## config.mk

```make
export PLATFORM = sky130hd
export DESIGN_NAME = battery_reply_frame_receiver_unit
export DESIGN_NICKNAME = d
export VERILOG_FILES = /design/src/hw/rtl/brfr_pkg.sv /design/src/hw/rtl/brfr_regs.sv /design/src/hw/rtl/brfr_front.sv /design/src/hw/rtl/brfr_fifo.sv /design/src/hw/rtl/brfr_back.sv /design/src/hw/rtl/battery_reply_frame_receiver_unit.sv
export VERILOG_INCLUDE_DIRS = /design/src /design/src/hw/rtl
export SDC_FILE = /design/constraint.sdc
export NUM_CORES = 1
export LEC_CHECK = 0
export BUFFER_PORTS_ARGS = -buffer_cell sky130_fd_sc_hd__buf_2
export CAP_MARGIN = 20
export CORE_MARGIN = 2
export CORE_UTILIZATION = 40
export CTS_CLUSTER_DIAMETER = 80
export DETAILED_ROUTE_END_ITERATION = 10
export PLACE_DENSITY = 0.68
export SYNTH_ARGS = -nofsm -noshare
export SYNTH_HDL_FRONTEND = slang
export SYNTH_SLANG_ARGS = --single-unit
```

## constraint.sdc

```tcl
create_clock -name clk -period 17.5 [get_ports clk]
set_input_delay 0.875 -clock clk [delete_from_list [all_inputs] [get_ports clk]]
set_output_delay 0.875 -clock clk [all_outputs]
set_load 0.03 [all_outputs]
```

## src/hw/rtl/battery_reply_frame_receiver_unit_defines.svh

```systemverilog
`ifndef BATTERY_REPLY_FRAME_RECEIVER_UNIT_DEFINES_SVH
`define BATTERY_REPLY_FRAME_RECEIVER_UNIT_DEFINES_SVH

// Condition that holds at every clock edge outside reset.
`define BRFR_ASSERT_ALWAYS(label, clk, rst, expr) \
  label: assert property (@(posedge clk) disable iff (rst) (expr)) \
    else $error("brfr: invariant broken");

// Consequence required in the same cycle as the antecedent.
`define BRFR_ASSERT_SAME(label, clk, rst, ante, cons) \
  label: assert property (@(posedge clk) disable iff (rst) (ante) |-> (cons)) \
    else $error("brfr: same-cycle check failed");

// Consequence required in the cycle after the antecedent.
`define BRFR_ASSERT_NEXT(label, clk, rst, ante, cons) \
  label: assert property (@(posedge clk) disable iff (rst) (ante) |=> (cons)) \
    else $error("brfr: next-cycle check failed");

`endif

```

## src/hw/rtl/brfr_pkg.sv

```systemverilog
package brfr_pkg;

  localparam int FRAME_LENGTH  = 13;
  localparam int PAYLOAD_COUNT = 8;
  localparam int QUEUE_DEPTH   = 2;

  localparam int POS_W = 4;
  localparam logic [POS_W-1:0] POS_HEADER        = 4'd0;
  localparam logic [POS_W-1:0] POS_ADDRESS       = 4'd1;
  localparam logic [POS_W-1:0] POS_PAYLOAD_FIRST = 4'd4;
  localparam logic [POS_W-1:0] POS_LAST          = POS_W'(FRAME_LENGTH - 1);

  localparam logic ACTION_BYTE       = 1'b0;
  localparam logic ACTION_LINE_ERROR = 1'b1;

  localparam logic STATUS_GOOD = 1'b0;
  localparam logic STATUS_BAD  = 1'b1;

  localparam logic SLOT_FIRST  = 1'b0;
  localparam logic SLOT_SECOND = 1'b1;

  localparam logic [1:0] REG_HEADER      = 2'd0;
  localparam logic [1:0] REG_FIRST_ADDR  = 2'd1;
  localparam logic [1:0] REG_SECOND_ADDR = 2'd2;

  localparam logic [7:0] HEADER_RESET      = 8'hA5;
  localparam logic [7:0] FIRST_ADDR_RESET  = 8'h01;
  localparam logic [7:0] SECOND_ADDR_RESET = 8'h02;

  typedef struct packed {
    logic [7:0] header_byte;
    logic [7:0] first_device_address;
    logic [7:0] second_device_address;
  } cfg_t;

  // One finished frame: status, slot and bytes 4..11 with byte 4 on top.
  typedef struct packed {
    logic                       frame_status;
    logic                       device_slot;
    logic [8*PAYLOAD_COUNT-1:0] payload;
  } entry_t;

endpackage

```

## src/hw/rtl/brfr_regs.sv

```systemverilog
module brfr_regs (
  input  logic              clk,
  input  logic              rst,
  input  logic              psel,
  input  logic              penable,
  input  logic              pwrite,
  input  logic [3:0]        paddr,
  input  logic [31:0]       pwdata,
  output logic [31:0]       prdata,
  output logic              pready,
  output brfr_pkg::cfg_t    cfg
);

  logic       wr_en;
  logic [1:0] reg_idx;

  assign pready  = 1'b1;
  assign reg_idx = paddr[3:2];
  assign wr_en   = psel && penable && pwrite && pready;

  always_ff @(posedge clk) begin
    if (rst) begin
      cfg.header_byte           <= brfr_pkg::HEADER_RESET;
      cfg.first_device_address  <= brfr_pkg::FIRST_ADDR_RESET;
      cfg.second_device_address <= brfr_pkg::SECOND_ADDR_RESET;
    end else if (wr_en) begin
      unique case (reg_idx)
        brfr_pkg::REG_HEADER:      cfg.header_byte           <= pwdata[7:0];
        brfr_pkg::REG_FIRST_ADDR:  cfg.first_device_address  <= pwdata[7:0];
        brfr_pkg::REG_SECOND_ADDR: cfg.second_device_address <= pwdata[7:0];
        default: ;
      endcase
    end
  end

  always_comb begin
    unique case (reg_idx)
      brfr_pkg::REG_HEADER:      prdata = {24'd0, cfg.header_byte};
      brfr_pkg::REG_FIRST_ADDR:  prdata = {24'd0, cfg.first_device_address};
      brfr_pkg::REG_SECOND_ADDR: prdata = {24'd0, cfg.second_device_address};
      default:                   prdata = 32'd0;
    endcase
  end

endmodule

```

## src/hw/rtl/brfr_front.sv

```systemverilog
`include "battery_reply_frame_receiver_unit_defines.svh"

module brfr_front (
  input  logic              clk,
  input  logic              rst,
  input  brfr_pkg::cfg_t    cfg,
  input  logic              s_tvalid,
  output logic              s_tready,
  input  logic [7:0]        s_tdata,   // rx_byte
  input  logic              s_tuser,   // action
  input  logic              q_full,
  output logic              q_push,
  output brfr_pkg::entry_t  q_entry
);

  localparam int PAY_W = 8 * brfr_pkg::PAYLOAD_COUNT;

  logic [brfr_pkg::POS_W-1:0] pos, pos_next, pos_cur;
  logic [7:0]                 sum, sum_next;
  logic [7:0]                 addr, addr_next;
  logic [PAY_W-1:0]           payload, payload_next;
  logic                       accept;
  logic                       addr_ok;
  logic [7:0]                 sum_add;

  assign s_tready = !q_full;
  assign accept   = s_tvalid && s_tready;
  assign pos_cur  = (pos > brfr_pkg::POS_LAST) ? brfr_pkg::POS_HEADER : pos;
  assign addr_ok  = (s_tdata == cfg.first_device_address) ||
                    (s_tdata == cfg.second_device_address);
  assign sum_add  = sum + s_tdata;

  always_comb begin
    pos_next     = pos;
    sum_next     = sum;
    addr_next    = addr;
    payload_next = payload;
    q_push       = 1'b0;
    q_entry.frame_status = (sum == s_tdata) ? brfr_pkg::STATUS_GOOD : brfr_pkg::STATUS_BAD;
    q_entry.device_slot  = (addr == cfg.first_device_address) ?
                           brfr_pkg::SLOT_FIRST : brfr_pkg::SLOT_SECOND;
    q_entry.payload      = payload;
    if (accept) begin
      if (s_tuser == brfr_pkg::ACTION_LINE_ERROR) begin
        pos_next = brfr_pkg::POS_HEADER;
        sum_next = 8'd0;
      end else if (pos_cur == brfr_pkg::POS_HEADER) begin
        // hunt for the header, dropping anything else
        if (s_tdata == cfg.header_byte) begin
          sum_next = s_tdata;
          pos_next = brfr_pkg::POS_ADDRESS;
        end else begin
          pos_next = brfr_pkg::POS_HEADER;
          sum_next = 8'd0;
        end
      end else if (pos_cur == brfr_pkg::POS_ADDRESS) begin
        if (addr_ok) begin
          addr_next = s_tdata;
          sum_next  = sum_add;
          pos_next  = pos_cur + 4'd1;
        end else begin
          pos_next = brfr_pkg::POS_HEADER;
          sum_next = 8'd0;
        end
      end else if (pos_cur < brfr_pkg::POS_LAST) begin
        if (pos_cur >= brfr_pkg::POS_PAYLOAD_FIRST) begin
          payload_next = {payload[PAY_W-9:0], s_tdata};
        end
        sum_next = sum_add;
        pos_next = pos_cur + 4'd1;
      end else begin
        // checksum word closes the frame
        q_push   = 1'b1;
        pos_next = brfr_pkg::POS_HEADER;
        sum_next = 8'd0;
      end
    end
  end

  always_ff @(posedge clk) begin
    if (rst) begin
      pos  <= brfr_pkg::POS_HEADER;
      sum  <= 8'd0;
      addr <= 8'd0;
    end else begin
      pos  <= pos_next;
      sum  <= sum_next;
      addr <= addr_next;
    end
  end

  always_ff @(posedge clk) begin
    payload <= payload_next;
  end

  `BRFR_ASSERT_ALWAYS(a_pos_in_frame, clk, rst, pos <= brfr_pkg::POS_LAST)
  `BRFR_ASSERT_NEXT(a_line_error_restarts, clk, rst,
    accept && (s_tuser == brfr_pkg::ACTION_LINE_ERROR),
    (pos == brfr_pkg::POS_HEADER) && (sum == 8'd0))

endmodule

```

## src/hw/rtl/brfr_fifo.sv

```systemverilog
`include "battery_reply_frame_receiver_unit_defines.svh"

module brfr_fifo #(
  parameter int DEPTH = brfr_pkg::QUEUE_DEPTH
) (
  input  logic              clk,
  input  logic              rst,
  input  logic              push,
  input  brfr_pkg::entry_t  wr_entry,
  output logic              full,
  input  logic              pop,
  output logic              not_empty,
  output brfr_pkg::entry_t  rd_entry
);

  localparam int PTR_W = (DEPTH > 1) ? $clog2(DEPTH) : 1;
  localparam int CNT_W = $clog2(DEPTH + 1);

  brfr_pkg::entry_t  store [DEPTH];
  logic [PTR_W-1:0]  wr_ptr, rd_ptr;
  logic [CNT_W-1:0]  count;

  assign full      = (count == CNT_W'(DEPTH));
  assign not_empty = (count != '0);
  assign rd_entry  = store[rd_ptr];

  always_ff @(posedge clk) begin
    if (push) begin
      store[wr_ptr] <= wr_entry;
    end
  end

  always_ff @(posedge clk) begin
    if (rst) begin
      wr_ptr <= '0;
      rd_ptr <= '0;
      count  <= '0;
    end else begin
      if (push) begin
        wr_ptr <= (wr_ptr == PTR_W'(DEPTH - 1)) ? '0 : wr_ptr + PTR_W'(1);
      end
      if (pop) begin
        rd_ptr <= (rd_ptr == PTR_W'(DEPTH - 1)) ? '0 : rd_ptr + PTR_W'(1);
      end
      if (push && !pop) begin
        count <= count + CNT_W'(1);
      end else if (pop && !push) begin
        count <= count - CNT_W'(1);
      end
    end
  end

  `BRFR_ASSERT_ALWAYS(a_count_bound, clk, rst, count <= CNT_W'(DEPTH))
  `BRFR_ASSERT_SAME(a_no_push_full, clk, rst, push, !full)
  `BRFR_ASSERT_SAME(a_no_pop_empty, clk, rst, pop, not_empty)
  `BRFR_ASSERT_NEXT(a_count_up, clk, rst, push && !pop,
    count == $past(count) + CNT_W'(1))

endmodule

```

## src/hw/rtl/brfr_back.sv

```systemverilog
module brfr_back (
  input  logic              clk,
  input  logic              rst,
  input  logic              q_not_empty,
  input  brfr_pkg::entry_t  q_entry,
  output logic              q_pop,
  output logic              m_tvalid,
  input  logic              m_tready,
  output logic [63:0]       m_tdata,   // collected_voltage, accumulated_voltage,
                                       // pack_current, charge_level
  output logic [1:0]        m_tuser    // device_slot, frame_status
);

  logic [63:0] data_next;

  assign q_pop = q_not_empty && (!m_tvalid || m_tready);

  // Payload holds byte 4 on top; reorder into four big-endian fields, or zero for a bad frame.
  always_comb begin
    if (q_entry.frame_status == brfr_pkg::STATUS_GOOD) begin
      data_next = {q_entry.payload[15:0], q_entry.payload[31:16],
                   q_entry.payload[47:32], q_entry.payload[63:48]};
    end else begin
      data_next = 64'd0;
    end
  end

  always_ff @(posedge clk) begin
    if (rst) begin
      m_tvalid <= 1'b0;
    end else if (q_pop) begin
      m_tvalid <= 1'b1;
    end else if (m_tready) begin
      m_tvalid <= 1'b0;
    end
  end

  always_ff @(posedge clk) begin
    if (q_pop) begin
      m_tdata <= data_next;
      m_tuser <= {q_entry.device_slot, q_entry.frame_status};
    end
  end

endmodule

```

## src/hw/rtl/battery_reply_frame_receiver_unit.sv

```systemverilog
// A frame's checksum word pushes its result into the queue, and the registered output stage takes it from there.
// Throughput: one input word per cycle, held only when the two-entry result queue is full.
// Result words leave through a registered output stage that refills in the cycle it drains.
// Reset (rst, synchronous, active high) restarts frame assembly, empties the queue
// and output stage, and returns the three registers to 0xA5, 0x01 and 0x02.
module battery_reply_frame_receiver_unit #(
  parameter int QUEUE_DEPTH = brfr_pkg::QUEUE_DEPTH
) (
  input  logic        clk,
  input  logic        rst,
  input  logic        psel,
  input  logic        penable,
  input  logic        pwrite,
  input  logic [3:0]  paddr,
  input  logic [31:0] pwdata,
  output logic [31:0] prdata,
  output logic        pready,
  input  logic        s_tvalid,
  output logic        s_tready,
  input  logic [7:0]  s_tdata,   // rx_byte
  input  logic        s_tuser,   // action
  output logic        m_tvalid,
  input  logic        m_tready,
  output logic [63:0] m_tdata,   // collected_voltage, accumulated_voltage,
                                 // pack_current, charge_level
  output logic [1:0]  m_tuser    // device_slot, frame_status
);

  brfr_pkg::cfg_t   cfg;
  brfr_pkg::entry_t push_entry, pop_entry;
  logic             q_push, q_pop, q_full, q_not_empty;

  brfr_regs u_regs (
    .clk     (clk),
    .rst     (rst),
    .psel    (psel),
    .penable (penable),
    .pwrite  (pwrite),
    .paddr   (paddr),
    .pwdata  (pwdata),
    .prdata  (prdata),
    .pready  (pready),
    .cfg     (cfg)
  );

  brfr_front u_front (
    .clk      (clk),
    .rst      (rst),
    .cfg      (cfg),
    .s_tvalid (s_tvalid),
    .s_tready (s_tready),
    .s_tdata  (s_tdata),
    .s_tuser  (s_tuser),
    .q_full   (q_full),
    .q_push   (q_push),
    .q_entry  (push_entry)
  );

  brfr_fifo #(
    .DEPTH (QUEUE_DEPTH)
  ) u_fifo (
    .clk       (clk),
    .rst       (rst),
    .push      (q_push),
    .wr_entry  (push_entry),
    .full      (q_full),
    .pop       (q_pop),
    .not_empty (q_not_empty),
    .rd_entry  (pop_entry)
  );

  brfr_back u_back (
    .clk         (clk),
    .rst         (rst),
    .q_not_empty (q_not_empty),
    .q_entry     (pop_entry),
    .q_pop       (q_pop),
    .m_tvalid    (m_tvalid),
    .m_tready    (m_tready),
    .m_tdata     (m_tdata),
    .m_tuser     (m_tuser)
  );

endmodule
```

# Yosys cells after proc, flatten, opt, wreduce, memory -nomap -nowiden
# Memories as Yosys holds them, arrays and structs flattened. A register that Yosys moved wholly into a read port is not among the register bits.
# Cells that the tools add are included.
[op_classes]
n_bitwise = 3
magnitude_cmp = 3
reduce_logical = 22
eq_ne = 9
mux = 31
addsub = 6
[op_table]
columns = ["cell", "n"]
rows = [
  ["2-to-1 mux 8 bit", 6],
  ["== test 8 bit", 5],
  ["2-to-1 mux 4 bit", 6],
  ["one-hot mux 8 bit (3 select lines)", 1],
  ["2-to-1 mux 1 bit", 16],
  ["adder 8 bit", 1],
  ["logical AND 1 bit", 6],
  ["AND reduction 2 bit", 3],
  ["AND reduction 6 bit", 1],
  ["nonzero test 2 bit", 3],
  ["AND reduction 5 bit", 1],
  ["adder 4 x 1 -> 4 bit, second input constant", 1],
  ["== test 2 bit, second input constant", 2],
  ["== test 4 x 1 -> 1 bit, second input constant", 1],
  ["greater-or-equal comparator 4 x 3 -> 1 bit, second input constant", 1],
  ["greater-than comparator 4 bit, second input constant", 1],
  ["zero test 1 bit", 4],
  ["zero test 4 bit", 1],
  ["less-than comparator 4 bit, second input constant", 1],
  ["2-to-1 mux 2 bit", 2],
  ["NOT 1 bit", 3],
  ["adder 1 bit, second input constant", 2],
  ["adder 2 x 1 -> 2 bit, second input constant", 1],
  ["== test 2 x 1 -> 1 bit, second input constant", 1],
  ["other kinds (3)", 4],
]
[word_totals]
out_inout_bits = 101
ram_bits = 132
in_bits = 52
n_memories = 1
register_bits = 179
[mem_list]
columns = ["memory", "words", "word_bits", "read_ports", "rd_ports_with_merged_regs", "wr", "line", "rtl"]
rows = [
  ["u_fifo.store", 2, 66, 1, 1, 1, "brfr_fifo.sv:19", "brfr_pkg::entry_t store [DEPTH];"],
]

# Longest topological paths before layout
# Gate-level depths: netlist of run 1.
[depth]
depth_word = 12
mapped_depth = 9
depth_no_buf = 8

# By module
# From an unflattened synthesis of run 1, not the netlist that was laid out.
[unflattened]
hier_cells = 787
area_unflattened_um2 = 12653.4
[by_module_without_submodules]
columns = ["module", "area_per_inst_um2", "cells_each", "n_inst"]
rows = [
  ["brfr_fifo", 4983.5, 227, 1],
  ["brfr_front", 3624.7, 266, 1],
  ["brfr_back", 2660.1, 142, 1],
  ["brfr_regs", 1385.1, 152, 1],
]

# Worst setup path before layout of run 1
# Ideal clock, no wire load.
[synth_path]
kind = "input port to flip-flop"
start = "input s_tvalid"
end = "memory u_fifo.store[0][0] in the netlist's numbering, enable pin"
path_stages = 3
arrival_time_ns = 7.492
setup_slack_ns = 9.348
setup_time_ns = 0.660
cell_sequence = "nand2_1 -> clkbuf_1 -> nor4_1"
[synth_via]
elab_chain_cells = 4
[synth_rtl]
columns = ["item", "line", "rtl"]
rows = [
  ["start: declaration", "battery_reply_frame_receiver_unit.sv:18", "input logic s_tvalid,"],
  ["logical AND 1 bit", "brfr_front.sv:27", "assign accept = s_tvalid && s_tready;"],
  ["2-to-1 mux 1 bit", "brfr_front.sv:43", "if (accept) begin"],
  ["2-to-1 mux 1 bit", "brfr_fifo.sv:28", "if (push) begin"],
  ["2-to-1 mux 1 bit (not written as such)", "brfr_fifo.sv:29", "store[wr_ptr] <= wr_entry;"],
  ["end: declaration", "brfr_fifo.sv:19", ""],
]
# Every way passes these cells.

# Worst setup path in the final report of run 1
[layout_path]
start = "register u_front.pos[2] in the netlist's numbering"
end = "memory u_fifo.store[1][16] in the netlist's numbering, enable pin"
[layout_via]
elab_chain_cells = 10
elab_cells_between_ends = 12
[layout_rtl]
columns = ["item", "line", "rtl"]
rows = [
  ["start: declaration", "brfr_front.sv:18", "logic [brfr_pkg::POS_W-1:0] pos, pos_next, pos_cur;"],
  ["start signal: assignment", "brfr_front.sv:82", "pos <= brfr_pkg::POS_HEADER;"],
  ["start signal: assignment", "brfr_front.sv:86", "pos <= pos_next;"],
  ["greater-than comparator 4 bit", "brfr_front.sv:28", "assign pos_cur = (pos > brfr_pkg::POS_LAST) ? brfr_pkg::POS_HEADER : pos;"],
  ["2-to-1 mux 4 bit *", "brfr_front.sv:28", ""],
  ["less-than comparator 4 bit", "brfr_front.sv:65", "end else if (pos_cur < brfr_pkg::POS_LAST) begin"],
  ["2-to-1 mux 1 bit", "brfr_front.sv:65", ""],
  ["2-to-1 mux 1 bit", "brfr_front.sv:56", "end else if (pos_cur == brfr_pkg::POS_ADDRESS) begin"],
  ["2-to-1 mux 1 bit *", "brfr_front.sv:47", "end else if (pos_cur == brfr_pkg::POS_HEADER) begin"],
  ["2-to-1 mux 1 bit *", "brfr_front.sv:44", "if (s_tuser == brfr_pkg::ACTION_LINE_ERROR) begin"],
  ["2-to-1 mux 1 bit *", "brfr_front.sv:43", ""],
  ["named net q_push", "battery_reply_frame_receiver_unit.sv:31", "logic q_push, q_pop, q_full, q_not_empty;"],
  ["2-to-1 mux 1 bit *", "brfr_fifo.sv:28", ""],
  ["2-to-1 mux 1 bit (not written as such) *", "brfr_fifo.sv:29", ""],
]
# The timed path passes the listed nets; every way through them passes the cells marked *.

==> results of run 1 <==
worst paths after layout:
path	startpoint	to	slack (ps)	depth (start not counted)
setup reg to reg	u_front.pos[2]$_SDFFE_PP0P_	u_fifo.store[1][16]$_DFFE_PP_	14270	5
setup / recovery	u_front.pos[2]$_SDFFE_PP0P_	u_fifo.store[1][16]$_DFFE_PP_	14270	5
hold reg to reg	u_front.payload[57]$_DFFE_PP_	u_fifo.store[0][57]$_DFFE_PP_	440	0
hold / removal	u_front.payload[57]$_DFFE_PP_	u_fifo.store[0][57]$_DFFE_PP_	440	0
kinds of logic (layout without fill, tap and decap cells):
| kind of cell | after synthesis | count (layout) | share of synthesized area [%] |
|---|---|---|---|
| other cells | 2 | 25 | 0.06173 |
| buf+inv | 73 | 171 | 3.384 |
| compound gates | 93 | 93 | 5.420 |
| fa+ha+maj | 13 | 13 | 1.399 |
| xor+xnor | 42 | 42 | 3.024 |
| flops | 312 | 312 | 72.90 |
| mux | 85 | 85 | 7.014 |
| simple gates | 181 | 181 | 6.798 |
state kept, by name (all words and copies together) (netlist names), named ones only:
name             flops
u_fifo.store       132
u_back.m_tdata      64
u_front.payload     64
u_regs.cfg          24
u_front.addr         8
u_front.sum          8
u_front.pos          4
u_back.m_tuser       2
u_fifo.count         2
u_back.m_tvalid      1
u_fifo.rd_ptr        1
u_fifo.wr_ptr        1
metal layers:
metal | share of wire [%] | wire [µm]
met5 | 0 | 0
met3 | 5.3 | 1132
met4 | 1.5 | 325
met1 | 44 | 9497
met2 | 49 | 10440
cell usage after synthesis (all sizes together) (3+ instances only):
master | n | area [µm²]
edfxtp | 262 | 7868
nor2 | 87 | 326.6
mux2i | 83 | 830.8
buf | 51 | 326.6
dfxtp | 50 | 1001
a21oi | 35 | 175.2
nand3 | 31 | 155.2
nand2 | 24 | 90.09
o21ai | 23 | 115.1
xor2 | 22 | 192.7
xnor2 | 20 | 175.2
clkbuf | 16 | 62.56
ha | 12 | 150.1
a211oi | 8 | 100.1
a221oi | 8 | 107.6
nand4 | 7 | 43.79
inv | 6 | 22.52
nor2b | 6 | 37.54
nor3 | 6 | 41.29
nor4 | 6 | 37.54
a211o | 5 | 43.79
nand2b | 4 | 25.02
o2111ai | 3 | 26.28
o21a | 3 | 22.52
worst reg2reg max path, delay by kind of cell, from the launching register on:
family / cells / cell delay [ps]
AO/OA/AOI/OAI: 1 / 120
adder cells (fa/ha/maj): 1 / 280
flip-flops: 1 / 360
AND/OR/NAND/NOR: 3 / 2050
power breakdown:
| group | internal [mW] | switching [mW] | total [mW] |
|---|---|---|---|
| registers | 0.794 | 0.00100 | 0.795 |
| logic | 0.00896 | 0.0244 | 0.0334 |
| clock network | 0.385 | 0.271 | 0.657 |
area by class of cell:
cell class                 instances  area, µm²  share of cell area, %
timing repair buffer             107      550.5                  3.947
sequential                       312       8872                  63.60
inverter                           6      23.77                 0.1704
clock buffer                      35      790.8                  5.669
tap                              390      488.0                  3.498
multi-input combinational        439       2988                  21.42
clock inverter                    23      236.5                  1.695
==> results.cfg, run 1 <==
[die]
fp.dieH_um = 178.4
core_um2 = 29800
die_w_um = 178.4
ioPinCount = 153
start_util_pct = 40.83
rows = 63
die_area_um2 = 31820

[final_layout]
final_common_cell = edfxtp_1
n_fill_cell = 2599
fin_util_pct = 46.82
final_cell_mix = edfxtp_1 (262), buf_2 (101), nor2_1 (87)
fin_area_um2 = 13950
drive_above_1_share_pct = 19.52
area_growth_pct = 14.67
diodes = 0
finalNetCount = 962
final_cell_count_no_fill = 1312

[critical_path]
cp_slowest_cell = and2_4
end_kind = register
crit_fanout = 66
worst-path-buf-inv = 0
path_cells = ha_1, o21ai_0, nand3_1, nor3_1, and2_4
required_ps = 17670
crit_arrival_ps = 3400
max_stage_delay_ps = 900
critPathTopFamily = simple AND/OR/NAND/NOR gates
start_kind = register
setup.worst_path.class = register to register

[place]
hpwl_mm = 12.23
gp_congestion = 0.8316
portBuffers = 101
dpl.cell_count = 1254
place_ws_ps = 14270
place_area_um2 = 12920

[logic_synthesis]
synthCells = 801
synthArstFlopShare_pct = 0
synth-edff-count = 262
synth_ff_type = edfxtp_1
synth_seq_area_share_pct = 72.90
syn_area_per_cell_um2 = 15.19
syn_area_um2 = 12170
yosysWarnings = 0
synth_seq_cells = 312
synth_cell_types = 49

[sta]
timing.final.ws_setup_ps = 14270
holdWs_ps = 444.4
clock_skew_ps = 17.44
finalCriticalPeriod_ps = 3231
fin_tns_setup_ps = 0
fin_crit_sh_pct = 18.46
setup_violations = 0
finalHoldViolCount = 0
relSlewSlack_pct = 28.73
drv_slew = 0
rsz0062_at_grt = no
tightest_slew_ps = 1069
fmaxAchievable_mhz = 309.5

[run]
cap_violations = 0

[clocking]
cts_root_buf = clkbuf_16
cts_buffer_depth = 3
cts_resized = 0
post_cts_buffers = 0
path_clk_slew_ps = 60
clk_latency_ps = 560
cts_max_level = 1
cts_made_buffers = 31
cts_hold_buffers = 0
cts_tree = built
cts.sinks = 312

[global_route]
use_met3_pct = 2.387
grt_pass1_vias = 6267
grt_util_all_layers_pct = 13.27
grtUsageMet1_pct = 17.69
grt_pass1_wl_mm = 33.06
grt_use_met2_pct = 22.33
grt-ovfl-total = 0
busiest_layer = met2
grt_max_degree = 68
antenna_found_initial = 0

[status]
status = finished, final reports clean

[detailed_routing]
avgViaCountPerCell = 4.942
routed_wl_mm = 21.40
drc = 0
first_pass_iters = 6
postRouteAntennaNets = 0
routedWlPerCell_um = 16.31
drt_iter0_drc = 426
vias = 6484

[power_and_ir_drop]
leakage_nw = 4.752
report.power.total_mw = 1.486
power_density_nw_per_um2 = 106.5
irDropWorstVdd_v = 0.00007301

[hold_path]
min_path_type = register to register
Note: power is estimated with default switching activity, not from simulation.
==> run 2, diff against run 1 <==
--- a/config.mk
+++ b/config.mk
@@ -6,6 +6,7 @@
 export SDC_FILE = /design/constraint.sdc
 export NUM_CORES = 1
 export LEC_CHECK = 0
+export ABC_AREA = 1
 export BUFFER_PORTS_ARGS = -buffer_cell sky130_fd_sc_hd__buf_2
 export CAP_MARGIN = 20
 export CORE_MARGIN = 2
==> constraint.sdc (replaced) <==
create_clock -name clk -period 3 [get_ports clk]
set_input_delay 0.15 -clock clk [delete_from_list [all_inputs] [get_ports clk]]
set_output_delay 0.15 -clock clk [all_outputs]
set_load 0.03 [all_outputs]
==> run 2 against run 1 <==
Effect of this change: register-to-register slack worse by 13000 ps; global-route usage shrank 0.41 points; via count increased by 4.4%; clock skew rose by 4.6 ps; count of clock-buffer cells in the layout grew 5; sequential cell count unchanged; first-iteration DRC count is 22% lower; area after synthesis is 1.9% higher; final area increased by 4.5%; critical path type unchanged; largest cell class unchanged.
==> results.cfg, run 2 <==
[logic_synthesis]
synth.area.mux_share_pct = 5.903
synth_area_leaders = edfxtp_1 (63%), dfxtp_1 (8.1%), mux2_2 (5.9%)
syn_area_um2 = 12400
synth_seq_cells = 312
synth_compound_area_share_pct = 4.147
synthArstFlopShare_pct = 0
synth_top_family_by_area = simple AND/OR/NAND/NOR gates
yosysWarnings = 0
synth_fa_ha_area_share_pct = 1.372
synth_ff_type = edfxtp_1
synth_top_cell_by_area = edfxtp_1
synth_seq_area_share_pct = 71.52
synthCells = 931
synth_top_cells_by_count = edfxtp_1 (262), nand2_1 (180), inv_1 (101)
synth_cell_types = 41
syn_area_per_cell_um2 = 13.32
synth_xor_xnor_area_share_pct = 2.179
synth.most_common_cell = edfxtp_1
yosysTopAreaCellShare_pct = 63.44
synth-edff-count = 262
synth_simple_gate_area_share_pct = 9.000

[sta]
finalHoldViolCount = 0
fin_tns_setup_ps = 0
holdWs_ps = 26.33
fin_crit_sh_pct = 72.45
finalCriticalPeriod_ps = 2174
rsz0062_at_grt = no
relSlewSlack_pct = 36.09
fmaxAchievable_mhz = 460.1
clock_skew_ps = 22.02
tightest_slew_ps = 957.6
drv_slew = 0
setup_violations = 0

[detailed_routing]
drt_iter0_drc = 334
vias = 6770
first_pass_iters = 4
routed_wl_mm = 20.96
postRouteAntennaNets = 0
routedWlPerCell_um = 14.07
avgViaCountPerCell = 4.544
drc = 0

[critical_path]
end_kind = register
max_stage_delay_ps = 360
start_kind = register
setup.worst_path.class = register to register
ff2ff_path_depth = 8
path_cells = ha_1, o21ai_4, and2_1, nand2_1, nor2_1, inv_1, nor2_4, buf_12
crit_arrival_ps = 2330
required_ps = 3160
cp_slowest_cell = dfxtp_1
crit_fanout = 66

[final_layout]
drive_above_1_share_pct = 24.41
final_cell_mix = edfxtp_1 (262), nand2_1 (180), inv_1 (101), buf_2 (101), mux2_2 (65)
diodes = 0
finalNetCount = 1133
largest-register = u_fifo.store
largest_register_ffs = 132
final_common_cell = edfxtp_1
area_growth_pct = 17.58
reg_top3 = u_fifo.store (132), u_back.m_tdata (64), u_front.payload (64)

[global_route]
use_met3_pct = 2.971
grt_use_met2_pct = 21.84
grt_util_all_layers_pct = 12.86
busiest_layer = met2
grt_pass1_wl_mm = 33.87
grtUsageMet1_pct = 16.46
antenna_found_initial = 0
grt_pass1_vias = 6809
grt-ovfl-total = 0
grt_max_degree = 71

[hold_path]
min_path_type = input port to register
hold_depth = 3

[clocking]
cts_root_buf = clkbuf_16
cts_tree = built
cts_max_level = 2
cts_made_buffers = 34
clk_latency_ps = 520
cts.sinks = 312
path_clk_slew_ps = 50
cts_buffer_depth = 3
post_cts_buffers = 0

[die]
rows = 64
ioPinCount = 153
die_w_um = 180.1
start_util_pct = 40.54
die_area_um2 = 32430
fp.dieH_um = 180.1
core_um2 = 30590

[run]
cap_violations = 0

[place]
gp_congestion = 0.8425
hpwl_mm = 13.08
portBuffers = 101

[status]
status = finished, final reports clean

[power_and_ir_drop]
power_density_nw_per_um2 = 861.9
irDropWorstVdd_v = 0.0004594
leakage_nw = 5.774
## run 2: changes by cell type after synthesis, moves of 13 or more
| cell | delta |
|---|---|
| o21ai_0 | +13 |
| nor2_1 | -50 |
| nand3_1 | -13 |
| nand2_1 | +156 |
| inv_1 | +95 |
| mux2i_1 | -83 |
| mux2_2 | +63 |
## run 2: path summary, 6_finish.rpt
kind / start / slack, ps / to
setup / recovery: u_front.pos[2]$_SDFFE_PP0P_ / 830 / u_fifo.store[0][10]$_DFFE_PP_
hold / removal: s_tdata[7] / 30 / u_front.addr[7]$_SDFFE_PP0P_
setup reg to reg: u_front.pos[2]$_SDFFE_PP0P_ / 830 / u_fifo.store[0][10]$_DFFE_PP_
hold reg to reg: u_front.payload[61]$_DFFE_PP_ / 430 / u_fifo.store[1][61]$_DFFE_PP_
## run 2: worst max-delay path: cells and delay by family, from the launching register on
family | cells | cell delay (ps)
compound gates | 1 | 100
simple gates | 4 | 590
fa+ha+maj | 1 | 250
buf+inv | 2 | 470
flops | 1 | 360
## run 2: logic make-up (layout without fill, tap and decap cells)
logic type / after synthesis / after routing
other: 2 / 25
multiplexers: 65 / 65
flip-flops: 312 / 312
AO/OA/AOI/OAI: 87 / 87
AND/OR/NAND/NOR: 265 / 265
adder cells (fa/ha/maj): 13 / 13
buffers and inverters: 157 / 297
XOR/XNOR: 30 / 30
## run 2: repair_timing
action / CTS / global route
gates resized for setup: 0 / 0
endpoints found under the hold margin: 35 / 1
hold buffers: 14 / 1
## run 2: cell type report
type	count	area [µm²]
clock inverter	22	197.7
clock buffer	40	873.3
tap	396	495.5
timing repair buffer	128	795.8
inverter	107	404.1
fill	2702	16010
sequential	312	8872
multi-input combinational	485	2942
## run 2: power by group
group	internal [mW]	switching [mW]
Clock	2.29	1.64
Combinational	0.868	2.12
Sequential	5.44	0.203
Total	8.61	3.96
## run 2: layer usage
| layer | wire, µm | part of all wire [%] |
|---|---|---|
| met2 | 9909 | 47 |
| met1 | 9495 | 45 |
| met5 | 0 | 0 |
| met3 | 1140 | 5.4 |
| met4 | 412 | 2.0 |
## run 2: per-stage QoR
stage / total power, mW / cells / cell area [µm²] / setup slack, ps / utilization [%]
2_1_floorplan: 7.928 / 954 / 12510 / -403.3 / -
3_3_place_gp: 8.726 / 1413 / 13360 / 835.5 / 43.67
5_1_grt: 13.18 / 1490 / 14580 / 633.5 / 47.66
4_1_cts: 12.74 / 1489 / 14570 / 808.9 / 47.63
6_report: 12.57 / 1490 / 14580 / 826.5 / 47.66
3_5_place_dp: 8.767 / 1413 / 13360 / 818.4 / 43.67
==> run 3, diff against run 2 <==
==> constraint.sdc (replaced) <==
create_clock -name clk -period 2.2 [get_ports clk]
set_input_delay 0.11 -clock clk [delete_from_list [all_inputs] [get_ports clk]]
set_output_delay 0.11 -clock clk [all_outputs]
set_load 0.03 [all_outputs]
==> run 3 against run 2 <==
Effect of this change: critical path depth increased by 1; maximum frequency increased by 8.2%; final area increased by 0.94%; combinational power increased by 45%; sequential cell count unchanged; clock skew decreased by 3.5 ps; critical endpoint is now u_front.addr[0]$_SDFFE_PP0P_; largest power group unchanged.
==> results.cfg, run 3 (same netlist as run 2, synthesis figures left out) <==
[place]
dpl.cell_count = 1414
gp_congestion = 0.8559
hpwl_mm = 13.35
portBuffers = 101
place_ws_ps = 170.9

[clocking]
cts_tree = built
clk_latency_ps = 510
cts_root_buf = clkbuf_16
post_cts_buffers = 0
cts_max_level = 2
path_clk_slew_ps = 60
cts_buffer_depth = 3
cts.sinks = 312
cts_made_buffers = 34

[sta]
setup_violations = 0
finalHoldViolCount = 0
drv_slew = 0
rsz0062_at_grt = no
finalCriticalPeriod_ps = 2010
timing.final.ws_setup_ps = 190.4
clock_skew_ps = 18.47
fin_crit_sh_pct = 91.34
holdWs_ps = 111.5
relSlewSlack_pct = 43.86
fmaxAchievable_mhz = 497.6
tightest_slew_ps = 839.0

[final_layout]
reg_top3 = u_fifo.store (132), u_back.m_tdata (64), u_front.payload (64)
finalNetCount = 1137
multi_input_area_um2 = 2952
largest_register_ffs = 132
drive_above_1_share_pct = 25.41
final_cell_mix = edfxtp_1 (262), nand2_1 (179), buf_2 (101)
largest-register = u_fifo.store
final_cell_count_no_fill = 1494
area_growth_pct = 18.69
final_common_cell = edfxtp_1
seq_area_um2 = 8874
diodes = 0
n_fill_cell = 2696

[die]
fp.dieH_um = 180.1
start_util_pct = 40.54
die_area_um2 = 32430
core_um2 = 30590
die_w_um = 180.1
rows = 64
ioPinCount = 153

[critical_path]
crit_fanout = 16
path_cells = ha_2, o21ai_4, nand2_1, ha_1, nand2_8, nand2_2, nor2_4, o21ai_0, a21oi_1
required_ps = 2630
crit_arrival_ps = 2440
end_kind = register
max_stage_delay_ps = 370
worst-path-buf-inv = 0
cp_slowest_cell = dfxtp_1
critPathTopFamily = simple AND/OR/NAND/NOR gates
setup.worst_path.class = register to register
start_kind = register

[global_route]
antenna_found_initial = 0
grt_pass1_wl_mm = 34.89
grt-ovfl-total = 0
grt_max_degree = 71
grt_util_all_layers_pct = 13.17
grt_pass1_vias = 6844

[power_and_ir_drop]
leakage_nw = 5.823
irDropWorstVdd_v = 0.0005189
switchingPower_mw = 5.482
clkPwrFrac_pct = 32.2
combPwrFrac_pct = 24.6
report.power.total_mw = 17.58
intPower_mw = 12.09
pwr-share-seq_pct = 43.2
power_density_nw_per_um2 = 1194
switching_share_pct = 31.19

[detailed_routing]
drt_iter0_drc = 436
routedWlPerCell_um = 14.31
first_pass_iters = 5
drc = 0
avgViaCountPerCell = 4.633
postRouteAntennaNets = 0
vias = 6922
routed_wl_mm = 21.37

[hold_path]
min_path_type = input port to register

[run]
cap_violations = 0

[status]
status = finished, final reports clean
-- run 3: changes by cell type in the layout (fill, tap and decap cells not counted), moves of 2 or more --
| cell | previous run | this run |
|---|---|---|
| clkinv_1 | 11 | 7 |
| buf_12 | 4 | 6 |
| clkinvlp_4 | 0 | 2 |
| clkinv_4 | 1 | 4 |
| dlygate4sd3_1 | 15 | 18 |
| bufinv_16 | 2 | 4 |
-- run 3: final timing paths --
check                           cells after the start                             to  slack, ps                           from
worst max-delay path                                9   u_front.addr[0]$_SDFFE_PP0P_        190    u_front.pos[2]$_SDFFE_PP0P_
worst min register to register                      0  u_fifo.store[0][57]$_DFFE_PP_        440  u_front.payload[57]$_DFFE_PP_
worst max register to register                      9   u_front.addr[0]$_SDFFE_PP0P_        190    u_front.pos[2]$_SDFFE_PP0P_
worst min-delay path                                5    u_front.pos[3]$_SDFFE_PP0P_        110                       s_tvalid
-- run 3: worst register-to-register path: stages, from the launching register on --
cell and delay, ps:
dfxtp_1 370, ha_2 230, o21ai_4 90, nand2_1 130
ha_1 280, nand2_8 130, nand2_2 150, nor2_4 310
o21ai_0 130, a21oi_1 140
-- run 3: what timing repair did --
item	in CTS	in global routing
setup endpoints to repair	0	1
endpoints found under the hold margin	42	0
hold buffers	18	0
gates resized for setup	0	0
-- run 3: per-stage QoR --
| stage | cell area, µm² | TNS (ps) | util, % |
|---|---|---|---|
| 4_1_cts | 14720 | 0 | 48.11 |
| 6_report | 14720 | 0 | 48.11 |
| 3_3_place_gp | 13400 | 0 | 43.82 |
| 3_5_place_dp | 13400 | 0 | 43.82 |
| 2_1_floorplan | 12530 | -47920 | - |
| 5_1_grt | 14720 | 0 | 48.11 |
-- run 3: routing by layer --
layer	wire length, µm	global-route usage (%)	vias up
met5	0	0	-
li1	-	-	3414
met1	9264	17.07	3266
met2	10290	22.04	200
met4	500	4.387	0
met3	1319	2.930	42
-- run 3: power by group through the flow --
stage / clock (mW) / combinational, mW / sequential [mW]
floorplan: 0 / 1.74 / 9.08
global placement: 0 / 4.33 / 7.71
detailed placement: 0 / 4.36 / 7.73
CTS: 5.81 / 4.41 / 7.61
global route: 6.05 / 4.68 / 7.66
finish: 5.67 / 4.32 / 7.59
-- run 3: area by class of cell --
cell class	count	share of cell area (%)
Inverter	107	2.746
Multi-Input combinational cell	485	20.05
Clock inverter	22	1.632
Sequential cell	312	60.29
Tap cell	396	3.366
Clock buffer	40	6.078
Timing Repair Buffer	132	5.832
